[src/ipvrf_pkg.sv]
// ============================================================================
// IPv4 receive filter package
// Shared constants, header summary type and checksum helper for the IPv4
// receive header check and filter.
// ============================================================================
package ipvrf_pkg;

    // Width of the byte counter; the count saturates at all ones.
    localparam int LENGTH_BITS = 16;
    localparam logic [LENGTH_BITS-1:0] COUNT_CAP = '1;

    // Configuration register indexes.
    localparam int CFG_INDEX_W = 1;
    localparam logic [CFG_INDEX_W-1:0] CFG_LOCAL_ADDRESS = 1'b0;
    localparam logic [CFG_INDEX_W-1:0] CFG_SUBNET_MASK   = 1'b1;

    // Verdict status codes.
    localparam logic [2:0] ST_OK        = 3'd0;
    localparam logic [2:0] ST_SHORT     = 3'd1;
    localparam logic [2:0] ST_BAD_VIHL  = 3'd2;
    localparam logic [2:0] ST_CHECKSUM  = 3'd3;
    localparam logic [2:0] ST_TOTAL_LEN = 3'd4;
    localparam logic [2:0] ST_NOT_OURS  = 3'd5;
    localparam logic [2:0] ST_FRAGMENT  = 3'd6;
    localparam logic [2:0] ST_UNK_PROTO = 3'd7;

    // Protocol classes.
    localparam logic [1:0] CLS_ICMP  = 2'd0;
    localparam logic [1:0] CLS_UDP   = 2'd1;
    localparam logic [1:0] CLS_TCP   = 2'd2;
    localparam logic [1:0] CLS_OTHER = 2'd3;

    // IP protocol numbers.
    localparam logic [7:0] PROTO_ICMP = 8'd1;
    localparam logic [7:0] PROTO_TCP  = 8'd6;
    localparam logic [7:0] PROTO_UDP  = 8'd17;

    // Header constants.
    localparam logic [3:0]  IP_VERSION    = 4'd4;
    localparam logic [3:0]  IHL_MASK      = 4'hF;
    localparam logic [15:0] FRAG_MASK     = 16'h3FFF;
    localparam logic [15:0] SUM_GOOD      = 16'hFFFF;
    localparam logic [31:0] LIMITED_BCAST = 32'hFFFF_FFFF;
    localparam logic [LENGTH_BITS-1:0] HDR_MIN_BYTES = LENGTH_BITS'(20);

    // Byte offsets of the captured header fields.
    localparam logic [LENGTH_BITS-1:0] OFS_VER_IHL  = LENGTH_BITS'(0);
    localparam logic [LENGTH_BITS-1:0] OFS_TOTAL_HI = LENGTH_BITS'(2);
    localparam logic [LENGTH_BITS-1:0] OFS_TOTAL_LO = LENGTH_BITS'(3);
    localparam logic [LENGTH_BITS-1:0] OFS_FRAG_HI  = LENGTH_BITS'(6);
    localparam logic [LENGTH_BITS-1:0] OFS_FRAG_LO  = LENGTH_BITS'(7);
    localparam logic [LENGTH_BITS-1:0] OFS_PROTO    = LENGTH_BITS'(9);
    localparam logic [LENGTH_BITS-1:0] OFS_SRC      = LENGTH_BITS'(12);
    localparam logic [LENGTH_BITS-1:0] OFS_DST      = LENGTH_BITS'(16);
    localparam logic [LENGTH_BITS-1:0] OFS_DST_END  = LENGTH_BITS'(20);

    // Summary of one finished packet, handed from the parser to the checker.
    typedef struct packed {
        logic [LENGTH_BITS-1:0] byte_count;
        logic [15:0]            checksum;
        logic [7:0]             version_ihl;
        logic [15:0]            total_length;
        logic [15:0]            flags_fragment;
        logic [7:0]             protocol;
        logic [31:0]            source;
        logic [31:0]            dest;
    } hdr_snap_t;

    // Ones' complement add of one 16-bit word with end-around carry.
    function automatic logic [15:0] ones_add(input logic [15:0] s, input logic [15:0] w);
        logic [16:0] raw;
        logic [16:0] folded;
        raw    = {1'b0, s} + {1'b0, w};
        folded = {1'b0, raw[15:0]} + {16'd0, raw[16]};
        return folded[15:0];
    endfunction

endpackage

[src/ipv4_receive_filter_core.sv]
// ============================================================================
// IPv4 receive filter core
// Byte-wide IPv4 header checker and destination filter, one verdict word per
// packet.
// ============================================================================
// The core takes one packet byte per cycle on the input channel, unless input
// is held off, and gives one verdict word per packet once the output register
// is free. A byte is folded into the running count, checksum and header
// capture in the cycle it arrives; the last byte moves a packet summary into a
// one-word stage, and the checker turns that into the registered verdict.
// Input is held off only while both the summary stage and the output register
// are full and the output side is not taking a word.
// Write local_address and subnet_mask only while no packet is in flight.
module ipv4_receive_filter_core
    import ipvrf_pkg::*;
(
    input  logic                   clk,
    input  logic                   rst_n,
    input  logic                   in_valid,
    output logic                   in_ready,
    input  logic [7:0]             data_byte,
    input  logic                   last_byte,
    output logic                   out_valid,
    input  logic                   out_ready,
    output logic [2:0]             status,
    output logic [1:0]             proto_class,
    output logic [31:0]            source_address,
    output logic [31:0]            dest_address,
    output logic [5:0]             header_length,
    output logic [15:0]            payload_length,
    input  logic                   cfg_write_en,
    input  logic [CFG_INDEX_W-1:0] cfg_index,
    input  logic [31:0]            cfg_data
);

    logic [31:0] local_address_reg;
    logic [31:0] subnet_mask_reg;
    logic        snap_valid;
    logic        snap_take;
    hdr_snap_t   snap;

    // Configuration registers.
    always_ff @(posedge clk or negedge rst_n)
    begin
        if (!rst_n)
        begin
            local_address_reg <= '0;
            subnet_mask_reg   <= '0;
        end
        else if (cfg_write_en)
        begin
            case (cfg_index)
                CFG_LOCAL_ADDRESS: local_address_reg <= cfg_data;
                CFG_SUBNET_MASK:   subnet_mask_reg   <= cfg_data;
                default:           ;
            endcase
        end
    end

    // Byte accumulation and header capture.
    ipvrf_accum u_accum (
        .clk        (clk),
        .rst_n      (rst_n),
        .in_valid   (in_valid),
        .in_ready   (in_ready),
        .data_byte  (data_byte),
        .last_byte  (last_byte),
        .snap_valid (snap_valid),
        .snap_take  (snap_take),
        .snap       (snap)
    );

    // Header checks and verdict register.
    ipvrf_check u_check (
        .clk            (clk),
        .rst_n          (rst_n),
        .snap_valid     (snap_valid),
        .snap_take      (snap_take),
        .snap           (snap),
        .local_address  (local_address_reg),
        .subnet_mask    (subnet_mask_reg),
        .out_valid      (out_valid),
        .out_ready      (out_ready),
        .status         (status),
        .proto_class    (proto_class),
        .source_address (source_address),
        .dest_address   (dest_address),
        .header_length  (header_length),
        .payload_length (payload_length)
    );

`ifndef SYNTHESIS
    // A good verdict always carries a full-size header.
    a_ok_header: assert property (@(posedge clk) disable iff (!rst_n)
        (out_valid && status == ST_OK) |-> (header_length >= 6'd20))
        else $error("ok verdict with short header length");

    // A rejected packet reports no payload.
    a_reject_payload: assert property (@(posedge clk) disable iff (!rst_n)
        (out_valid && status != ST_OK) |-> (payload_length == 16'd0))
        else $error("rejected packet with nonzero payload length");

    // A pending packet summary is never dropped before the checker takes it.
    a_snap_kept: assert property (@(posedge clk) disable iff (!rst_n)
        (snap_valid && !snap_take) |=> snap_valid)
        else $error("packet summary lost");

    // The input side is held off only while the summary stage is occupied.
    a_ready_stall: assert property (@(posedge clk) disable iff (!rst_n)
        !in_ready |-> (snap_valid && out_valid && !out_ready))
        else $error("input stalled without backpressure");
`endif

endmodule

[src/ipvrf_accum.sv]
// ============================================================================
// IPv4 receive filter byte accumulator
// Counts packet bytes, folds header words into the checksum and captures the
// header fields. On the last byte it hands a packet summary to the checker.
// ============================================================================
module ipvrf_accum
    import ipvrf_pkg::*;
(
    input  logic      clk,
    input  logic      rst_n,
    input  logic      in_valid,
    output logic      in_ready,
    input  logic [7:0] data_byte,
    input  logic      last_byte,
    output logic      snap_valid,
    input  logic      snap_take,
    output hdr_snap_t snap
);

    // Per-packet working state.
    logic [LENGTH_BITS-1:0] count_reg, count_next;
    logic [15:0] sum_reg, sum_next;
    logic [7:0]  hold_reg, hold_next;
    logic [7:0]  vihl_reg, vihl_next;
    logic [15:0] total_reg, total_next;
    logic [15:0] frag_reg, frag_next;
    logic [7:0]  proto_reg, proto_next;
    logic [31:0] src_reg, src_next;
    logic [31:0] dst_reg, dst_next;

    // Summary stage.
    hdr_snap_t snap_reg;
    logic      snap_valid_reg, snap_valid_next;

    logic [5:0] ihl_bytes;
    logic       in_header;
    logic       accept;

    // The summary slot frees up when the checker takes it.
    assign in_ready = !snap_valid_reg || snap_take;
    assign accept   = in_valid && in_ready;

    assign ihl_bytes = {vihl_reg[3:0] & IHL_MASK, 2'b00};
    assign in_header = (count_reg == OFS_VER_IHL) ||
                       (count_reg < LENGTH_BITS'(ihl_bytes));

    // Next working state with the incoming byte folded in.
    always_comb
    begin
        vihl_next  = vihl_reg;
        total_next = total_reg;
        frag_next  = frag_reg;
        proto_next = proto_reg;
        src_next   = src_reg;
        dst_next   = dst_reg;
        hold_next  = hold_reg;
        sum_next   = sum_reg;

        case (count_reg)
            OFS_VER_IHL:  vihl_next  = data_byte;
            OFS_TOTAL_HI: total_next = {data_byte, total_reg[7:0]};
            OFS_TOTAL_LO: total_next = {total_reg[15:8], data_byte};
            OFS_FRAG_HI:  frag_next  = {data_byte, frag_reg[7:0]};
            OFS_FRAG_LO:  frag_next  = {frag_reg[15:8], data_byte};
            OFS_PROTO:    proto_next = data_byte;
            default:      ;
        endcase

        if (count_reg >= OFS_SRC && count_reg < OFS_DST)
        begin
            src_next = {src_reg[23:0], data_byte};
        end
        if (count_reg >= OFS_DST && count_reg < OFS_DST_END)
        begin
            dst_next = {dst_reg[23:0], data_byte};
        end

        // Even offsets hold the high byte, odd offsets complete a word.
        if (in_header)
        begin
            if (!count_reg[0])
            begin
                hold_next = data_byte;
            end
            else
            begin
                sum_next = ones_add(sum_reg, {hold_reg, data_byte});
            end
        end

        count_next = (count_reg == COUNT_CAP) ? count_reg : count_reg + 1'b1;
    end

    // Working state: updated per accepted byte, cleared after the last byte.
    always_ff @(posedge clk or negedge rst_n)
    begin
        if (!rst_n)
        begin
            count_reg <= '0;
            sum_reg   <= '0;
            hold_reg  <= '0;
            vihl_reg  <= '0;
            total_reg <= '0;
            frag_reg  <= '0;
            proto_reg <= '0;
            src_reg   <= '0;
            dst_reg   <= '0;
        end
        else if (accept)
        begin
            if (last_byte)
            begin
                count_reg <= '0;
                sum_reg   <= '0;
                hold_reg  <= '0;
                vihl_reg  <= '0;
                total_reg <= '0;
                frag_reg  <= '0;
                proto_reg <= '0;
                src_reg   <= '0;
                dst_reg   <= '0;
            end
            else
            begin
                count_reg <= count_next;
                sum_reg   <= sum_next;
                hold_reg  <= hold_next;
                vihl_reg  <= vihl_next;
                total_reg <= total_next;
                frag_reg  <= frag_next;
                proto_reg <= proto_next;
                src_reg   <= src_next;
                dst_reg   <= dst_next;
            end
        end
    end

    // Summary valid flag.
    always_comb
    begin
        if (accept && last_byte)
        begin
            snap_valid_next = 1'b1;
        end
        else if (snap_take)
        begin
            snap_valid_next = 1'b0;
        end
        else
        begin
            snap_valid_next = snap_valid_reg;
        end
    end

    always_ff @(posedge clk or negedge rst_n)
    begin
        if (!rst_n)
        begin
            snap_valid_reg <= 1'b0;
        end
        else
        begin
            snap_valid_reg <= snap_valid_next;
        end
    end

    // Summary payload is loaded with the last byte folded in.
    always_ff @(posedge clk)
    begin
        if (accept && last_byte)
        begin
            snap_reg.byte_count     <= count_next;
            snap_reg.checksum       <= sum_next;
            snap_reg.version_ihl    <= vihl_next;
            snap_reg.total_length   <= total_next;
            snap_reg.flags_fragment <= frag_next;
            snap_reg.protocol       <= proto_next;
            snap_reg.source         <= src_next;
            snap_reg.dest           <= dst_next;
        end
    end

    assign snap_valid = snap_valid_reg;
    assign snap       = snap_reg;

endmodule

[src/ipvrf_check.sv]
// ============================================================================
// IPv4 receive filter header checker
// Runs the prioritized header checks on a packet summary and registers the
// verdict word for the output channel.
// ============================================================================
module ipvrf_check
    import ipvrf_pkg::*;
(
    input  logic        clk,
    input  logic        rst_n,
    input  logic        snap_valid,
    output logic        snap_take,
    input  hdr_snap_t   snap,
    input  logic [31:0] local_address,
    input  logic [31:0] subnet_mask,
    output logic        out_valid,
    input  logic        out_ready,
    output logic [2:0]  status,
    output logic [1:0]  proto_class,
    output logic [31:0] source_address,
    output logic [31:0] dest_address,
    output logic [5:0]  header_length,
    output logic [15:0] payload_length
);

    logic        out_valid_reg, out_valid_next;
    logic [2:0]  status_reg, status_next;
    logic [1:0]  class_reg, class_next;
    logic [31:0] src_reg, dst_reg;
    logic [5:0]  ihl_reg, ihl_next;
    logic [15:0] payload_reg, payload_next;

    logic [31:0] bcast;
    logic [15:0] len16;
    logic [15:0] ihl16;

    // The output register takes a new word when empty or being drained.
    assign snap_take = snap_valid && (!out_valid_reg || out_ready);

    assign ihl_next = {snap.version_ihl[3:0] & IHL_MASK, 2'b00};
    assign bcast    = local_address | ~subnet_mask;
    assign len16    = 16'(snap.byte_count);
    assign ihl16    = 16'(ihl_next);

    // Protocol class from the captured protocol number.
    always_comb
    begin
        case (snap.protocol)
            PROTO_ICMP: class_next = CLS_ICMP;
            PROTO_UDP:  class_next = CLS_UDP;
            PROTO_TCP:  class_next = CLS_TCP;
            default:    class_next = CLS_OTHER;
        endcase
    end

    // Checks in priority order; the first failure sets the status.
    always_comb
    begin
        if (snap.byte_count < HDR_MIN_BYTES)
        begin
            status_next = ST_SHORT;
        end
        else if (snap.version_ihl[7:4] != IP_VERSION ||
                 ihl16 < 16'(HDR_MIN_BYTES) || ihl16 > len16)
        begin
            status_next = ST_BAD_VIHL;
        end
        else if (snap.checksum != SUM_GOOD)
        begin
            status_next = ST_CHECKSUM;
        end
        else if (snap.total_length < ihl16 || snap.total_length > len16)
        begin
            status_next = ST_TOTAL_LEN;
        end
        else if (local_address != '0 && snap.dest != local_address &&
                 snap.dest != LIMITED_BCAST && snap.dest != bcast)
        begin
            status_next = ST_NOT_OURS;
        end
        else if ((snap.flags_fragment & FRAG_MASK) != '0)
        begin
            status_next = ST_FRAGMENT;
        end
        else if (class_next == CLS_OTHER)
        begin
            status_next = ST_UNK_PROTO;
        end
        else
        begin
            status_next = ST_OK;
        end
    end

    assign payload_next = (status_next == ST_OK) ? snap.total_length - ihl16 : '0;

    // Output valid flag.
    always_comb
    begin
        if (snap_take)
        begin
            out_valid_next = 1'b1;
        end
        else if (out_ready)
        begin
            out_valid_next = 1'b0;
        end
        else
        begin
            out_valid_next = out_valid_reg;
        end
    end

    always_ff @(posedge clk or negedge rst_n)
    begin
        if (!rst_n)
        begin
            out_valid_reg <= 1'b0;
        end
        else
        begin
            out_valid_reg <= out_valid_next;
        end
    end

    // Verdict word.
    always_ff @(posedge clk)
    begin
        if (snap_take)
        begin
            status_reg  <= status_next;
            class_reg   <= class_next;
            src_reg     <= snap.source;
            dst_reg     <= snap.dest;
            ihl_reg     <= ihl_next;
            payload_reg <= payload_next;
        end
    end

    assign out_valid      = out_valid_reg;
    assign status         = status_reg;
    assign proto_class    = class_reg;
    assign source_address = src_reg;
    assign dest_address   = dst_reg;
    assign header_length  = ihl_reg;
    assign payload_length = payload_reg;

endmodule
[config.mk]
export PLATFORM = sky130hd
export DESIGN_NAME = ipv4_receive_filter_core
export DESIGN_NICKNAME = d
export VERILOG_FILES = /design/src/ipvrf_pkg.sv /design/src/ipv4_receive_filter_core.sv /design/src/ipvrf_accum.sv /design/src/ipvrf_check.sv
export SDC_FILE = /design/constraint.sdc
export NUM_CORES = 1
export LEC_CHECK = 0
export BUFFER_PORTS_ARGS = -buffer_cell sky130_fd_sc_hd__buf_2
export CELL_PAD_IN_SITES_DETAIL_PLACEMENT = 0
export CELL_PAD_IN_SITES_GLOBAL_PLACEMENT = 1
export CORE_MARGIN = 2
export CORE_UTILIZATION = 23
export DETAILED_ROUTE_END_ITERATION = 16
export GPL_TIMING_DRIVEN = 0
export HOLD_SLACK_MARGIN = 0.06
export PLACE_DENSITY_LB_ADDON = 0.1
export SYNTH_ARGS = -nofsm -noshare
export SYNTH_HDL_FRONTEND = slang
export SYNTH_SLANG_ARGS = --single-unit
[constraint.sdc]
create_clock -name clk -period 9 [get_ports clk]
set_clock_uncertainty 0.1 [all_clocks]
set_input_delay 0 -clock clk [delete_from_list [all_inputs] [get_ports clk]]
set_output_delay 0 -clock clk [all_outputs]
set_load 0.1 [all_outputs]
Yosys cells after proc, flatten, opt, wreduce, memory -nomap -nowiden
Index checks and enable logic that the tools add are counted.
{"block": "op_classes", "n_reduce_logical": 26, "mux": 32, "magnitude_cmp": 10, "n_eq_ne": 16, "n_bitwise": 3, "n_addsub": 4}
{"cell": "32-bit 2-to-1 mux", "n": 4}
{"cell": "16-bit 2-to-1 mux", "n": 7}
{"cell": "32-bit != test", "n": 2}
{"cell": "16-bit case mux with 2 select lines", "n": 2}
{"cell": "8-bit 2-to-1 mux", "n": 7}
{"cell": "16-bit by 5-bit less-than comparator with 1-bit output, second input constant", "n": 3}
{"cell": "16-bit by 2-bit == test with 1-bit output, second input constant", "n": 2}
{"cell": "16-bit by 3-bit == test with 1-bit output, second input constant", "n": 2}
{"cell": "16-bit by 6-bit less-than comparator with 1-bit output", "n": 2}
{"cell": "32-bit != test, second input constant", "n": 1}
{"cell": "32-bit inverter", "n": 1}
{"cell": "32-bit bitwise OR", "n": 1}
{"cell": "32-bit nonzero test", "n": 1}
{"cell": "3-bit 2-to-1 mux", "n": 7}
{"cell": "16-bit by 16-bit adder with 17-bit output", "n": 1}
{"cell": "16-bit by 1-bit adder with 16-bit output", "n": 1}
{"cell": "16-bit by 1-bit adder with 16-bit output, second input constant", "n": 1}
{"cell": "16-bit == test, second input constant", "n": 1}
{"cell": "16-bit by 4-bit == test with 1-bit output, second input constant", "n": 1}
{"cell": "16-bit by 4-bit >= comparator with 1-bit output, second input constant", "n": 1}
{"cell": "16-bit by 5-bit >= comparator with 1-bit output, second input constant", "n": 1}
{"cell": "16-bit > comparator", "n": 1}
{"cell": "6-bit by 16-bit > comparator with 1-bit output", "n": 1}
{"cell": "16-bit logical NOT", "n": 1}
{"cell": "20 further kinds", "n": 39}
{"block": "totals", "regBits": 449, "elab_cells": 118, "in_bits": 47}

Depth between registers and ports, before layout
{"block": "depth", "depth_word": 11, "ltp_mapped": 18, "ltp_nobuf": 18}

Modules after synthesis
A second synthesis with hierarchy kept.
{"block": "hier_totals", "cells_unflattened": 1507, "area_unflattened_um2": 20318.2}
{"module": "ipvrf_accum", "area_each_um2": 13032.5, "instances": 1, "cells_each": 973, "seq_area_each_um2": 8152.8}
{"module": "ipvrf_check", "area_each_um2": 4859.7, "instances": 1, "cells_each": 397, "seq_area_each_um2": 2697.6}
{"module": "ipv4_receive_filter_core", "area_each_um2": 2426.1, "instances": 1, "cells_each": 137, "seq_area_each_um2": 1601.5}

Least setup slack after synthesis
OpenSTA, ideal clock, no wires.
{"block": "synth_path", "path_type": "register to register", "start": "reg u_check.out_valid_reg (netlist: u_check.out_valid)", "end": "reg u_accum.snap_reg (netlist bit u_accum.snap[0]) (enable)", "path_slack_ns": -0.207, "stages_incl_launch_ff": 6, "arrival_ns": 8.461, "setup_time_ns": 0.646, "t_required_ns": 8.254, "path_cell_list": "dfrtp_1 nand3b_1 nand2_1 clkbuf_1 clkbuf_1 nor2_1"}
{"block": "synth_via", "elab_chain_len": 6}
{"element": "from (decl)", "line_no": "ipvrf_check.sv:26", "text": "logic out_valid_reg, out_valid_next;"}
{"element": "from (signal assigned)", "line_no": "ipvrf_check.sv:122", "text": "out_valid_reg <= out_valid_next;"}
{"element": "1-bit logical NOT", "line_no": "ipvrf_check.sv:38", "text": "assign snap_take = snap_valid && (!out_valid_reg || out_ready);"}
{"element": "1-bit logical OR", "line_no": "ipvrf_check.sv:38"}
{"element": "1-bit logical AND", "line_no": "ipvrf_check.sv:38"}
{"element": "1-bit logical OR", "line_no": "ipvrf_accum.sv:40", "text": "assign in_ready = !snap_valid_reg || snap_take;"}
{"element": "via in_ready", "line_no": "ipv4_receive_filter_core.sv:20", "text": "output logic in_ready,"}
{"element": "1-bit logical AND", "line_no": "ipvrf_accum.sv:41", "text": "assign accept = in_valid && in_ready;"}
{"element": "1-bit logical AND", "line_no": "ipvrf_accum.sv:170", "text": "if (accept && last_byte)"}
{"element": "to (decl)", "line_no": "ipvrf_accum.sv:32", "text": "hdr_snap_t snap_reg;"}
The timed path passes the listed nets, and every way through them passes these cells.
A chain may end at the register's enable or synchronous reset.

Worst setup path in the final report
{"block": "layout_path", "start": "reg u_accum.sum_reg[11]", "end": "reg u_accum.snap_reg (netlist bit u_accum.snap[126]) (data pin)"}
{"block": "layout_via", "elab_chain_len": 4}
{"element": "from (decl)", "line_no": "ipvrf_accum.sv:22", "text": "logic [15:0] sum_reg, sum_next;"}
{"element": "from (signal assigned)", "line_no": "ipvrf_accum.sv:126", "text": "sum_reg <= sum_next;"}
{"element": "16-bit by 16-bit adder with 17-bit output", "line_no": "ipvrf_pkg.sv:73", "text": "raw = {1'b0, s} + {1'b0, w};"}
{"element": "16-bit by 1-bit adder with 16-bit output", "line_no": "ipvrf_pkg.sv:74", "text": "folded = {1'b0, raw[15:0]} + {16'd0, raw[16]};"}
{"element": "16-bit 2-to-1 mux", "line_no": "ipvrf_accum.sv:81", "text": "if (!count_reg[0])"}
{"element": "16-bit 2-to-1 mux", "line_no": "ipvrf_accum.sv:79", "text": "if (in_header)"}
{"element": "via u_accum.sum_next[14]", "line_no": "ipvrf_accum.sv:22"}
The timed path passes the listed nets, and every way through them passes these cells.

==> reports/metrics.cfg <==
[power]
power_w = 0.00592
p_per_area_nw_per_um2 = 231
leakage_nw = 10.2
irDropWorstVdd_uv = 141

[clock_tree]
cts_tree = yes
cts.clk_slew.worst_paths_ns = 0.06
htree_levels = 2
clk-insertion-delay-late_ns = 0.62
cts_buffers = 55
cts-root-buf = clkbuf_16
clock_path_buffers = 3
clock_sinks = 447

[worst_setup_path]
critPathRequiredTime_ns = 9.21
rrSetupSlack_ns = 3.90
arrival_ns = 5.31
critPathCaptureType = register
r2r-start = u_accum.sum_reg[11]$_DFFE_PN0P_
critPathCapture = u_accum.snap[126]$_DFFE_PP_
rr_endpoint = u_accum.snap[126]$_DFFE_PP_
cp-startpoint = u_accum.sum_reg[11]$_DFFE_PN0P_
crit_type = register to register
setup.worst_path.start_class = register
r2r_cells = 18
crit_fanout = 9

[run_status]
status = completed

[timing]
hold_viol_final = 0
slew_viol_final = 0
max_freq_ghz = 0.196
setup_violations = 0
setup_tns_ns = 0
rsz0062_at_grt = no
holdWs_ns = 0.0933
final.min_clock_period_ns = 5.10
worst_pin_slew_ns = 1.42
finalCritPeriodShare_pct = 56.6
slew_headroom_pct = 4.41

[logic_synthesis]
synth.distinct_cells = 77
synth_top_area_cell = edfxtp_1
yosys_register_bits = 447
synth_top_area_share_pct = 33.5
syn_area_um2 = 20700
ys_warn_count = 0
synth_common_cells = edfxtp_1 (231), dfrtp_1 (216), mux2_2 (145), nand2_1 (134), o21ai_0 (96)
synth_edf_count = 231
ys_top_cells_by_area = edfxtp_1 (33%), dfrtp_1 (26%), mux2_2 (7.9%), a22o_1 (4.0%), ha_1 (3.0%)
yosysSeqAreaShare_pct = 59.5
avgSynthCellArea_um2 = 12.6
yosysMostFrequentCell = edfxtp_1
synthArstFlopShare_pct = 48.3
synth_cells = 1641
ys.flop_type = edfxtp_1

[floorplanning]
coreArea_um2 = 89600
rows = 110
dieArea_um2 = 92500
fp.dieW_um = 304
io_pins = 140
die_h_um = 304
start_util_pct = 23.1

[detailed_routing]
drt-total-wl_um = 67400
drc = 0
initialDrtViolationCount = 703
route.detailed.wl_per_inst_um = 21.5
drtAntennaViolNets = 0
num_vias = 14361
vias_per_cell = 4.58
first_pass_iters = 4

[placement]
gp_congestion = 0.798
dp_hpwl_um = 48900
dp.cells = 2962
io_buffers = 137

[cells_and_area]
nNetsFinal = 2014
largest_register_ffs = 142
final_cells = 3139
area_growth_pct = 23.7
layout-drive-gt1-share_pct = 21.1
antenna_cells = 0

[job]
maxCapViolations = 0

[global_route]
first_global_vias = 15033
grt_antenna_before_repair = 0
grt_pass1_wl_um = 101000
grt_max_degree = 93
gr-total-overflow = 0
track_usage_pct = 14.5

[hold_path]
hp-class = input port to register

[worst max-delay path, stage by stage, from the launching register on]
cell and delay (ns):
dfrtp_1 0.40, ha_1 0.30, clkbuf_1 0.37, nand4_1 0.21
nor4_1 0.60, a211oi_2 0.17, o21bai_1 0.17, a21oi_1 0.09
o21bai_1 0.30, a21o_1 0.19, ha_1 0.20, ha_1 0.23
o311a_1 0.17, o21ai_1 0.06, nand4b_4 0.19, nor4_2 0.54
nand4b_1 0.20, xor2_1 0.24, o21ai_1 0.09
[cell type report]
| type | instances | area (um^2) |
|---|---|---|
| sequential | 447 | 12300 |
| timing repair buffer | 217 | 1600 |
| inverter | 37 | 139 |
| buffer | 90 | 379 |
| fill | 9157 | 64000 |
| tap | 1176 | 1470 |
| clock buffer | 71 | 1520 |
| clock inverter | 33 | 307 |
| multi-input combinational | 1068 | 7880 |
[report_power, final]
group	switching, W	internal (W)
Sequential	0.000172	0.00238
Combinational	0.000736	0.000409
Clock	0.000917	0.00131
[per-stage QoR]
step / worst slack, ns / instance area (um^2) / utilization, %
6_report: 3.90 / 25600 / 28.6
5_1_grt: 3.53 / 25600 / 28.6
4_1_cts: 3.85 / 25600 / 28.6
3_5_place_dp: 3.92 / 23100 / 25.7
3_3_place_gp: 0.595 / 22900 / 25.5
2_1_floorplan: 2.19 / 20700 / -
[how the worst min path moves through the flow]
stage	startpoint	to	slack, ns	cells after the start
finish	cfg_data[17]	local_address_reg[17]$_DFFE_PN0P_	0.09	3
global route	cfg_data[25]	subnet_mask_reg[25]$_DFFE_PN0P_	0.08	3
CTS	cfg_data[25]	subnet_mask_reg[25]$_DFFE_PN0P_	0.06	3
detailed placement	rst_n	local_address_reg[20]$_DFFE_PN0P_	-0.20	1
global placement	cfg_data[15]	subnet_mask_reg[15]$_DFFE_PN0P_	0.15	2
floorplan	rst_n	local_address_reg[0]$_DFFE_PN0P_	-0.40	0
[what timing repair did]
action | CTS | global route
hold buffers | 73 | 0
buffers inserted | 0 | 0
endpoints found under the hold margin | 236 | 0
gates resized for setup | 0 | 0
[cell families (layout without fill, tap and decap cells)]
logic type | after synthesis | count (layout) | share of synthesized area (%)
flip-flops | 447 | 447 | 59.5
AND/OR/NAND/NOR | 411 | 411 | 10.4
AO/OA/AOI/OAI | 366 | 366 | 12.5
multiplexers | 149 | 149 | 8.07
buffers and inverters | 127 | 448 | 2.50
XOR/XNOR | 89 | 89 | 3.83
adder cells (fa/ha/maj) | 51 | 51 | 3.15
other | 1 | 2 | 0.0181
[cells in the final DEF (no fill, tap or decap), drive strengths merged, types with 5 or more instances in the layout]
master / instances
mux2: 145
nand3: 28
edfxtp: 231
a22o: 95
and3: 14
clkbuf: 137
or3: 7
a21oi: 30
nand2b: 30
o2bb2ai: 9
nand3b: 5
nor2: 61
dlygate4sd3: 72
ha: 49
o31ai: 8
nand2: 135
a22oi: 52
inv: 37
o22ai: 8
nor4: 36
clkinv: 26
nor3: 17
buf: 169
xor2: 47
and2: 10
o21ai: 108
dfrtp: 216
a21o: 19
xnor2: 42
nor2b: 12
nand4: 37
[layer usage]
layer  part of all wire (%)  wire length (um)  GRT usage, %
met5                      0                 0             0
met4                    2.0              1340          3.58
met2                     47             31700          23.8
met3                    3.6              2390          2.15
met1                     47             32000          19.9
Note: power is estimated with default switching activity, not from simulation.
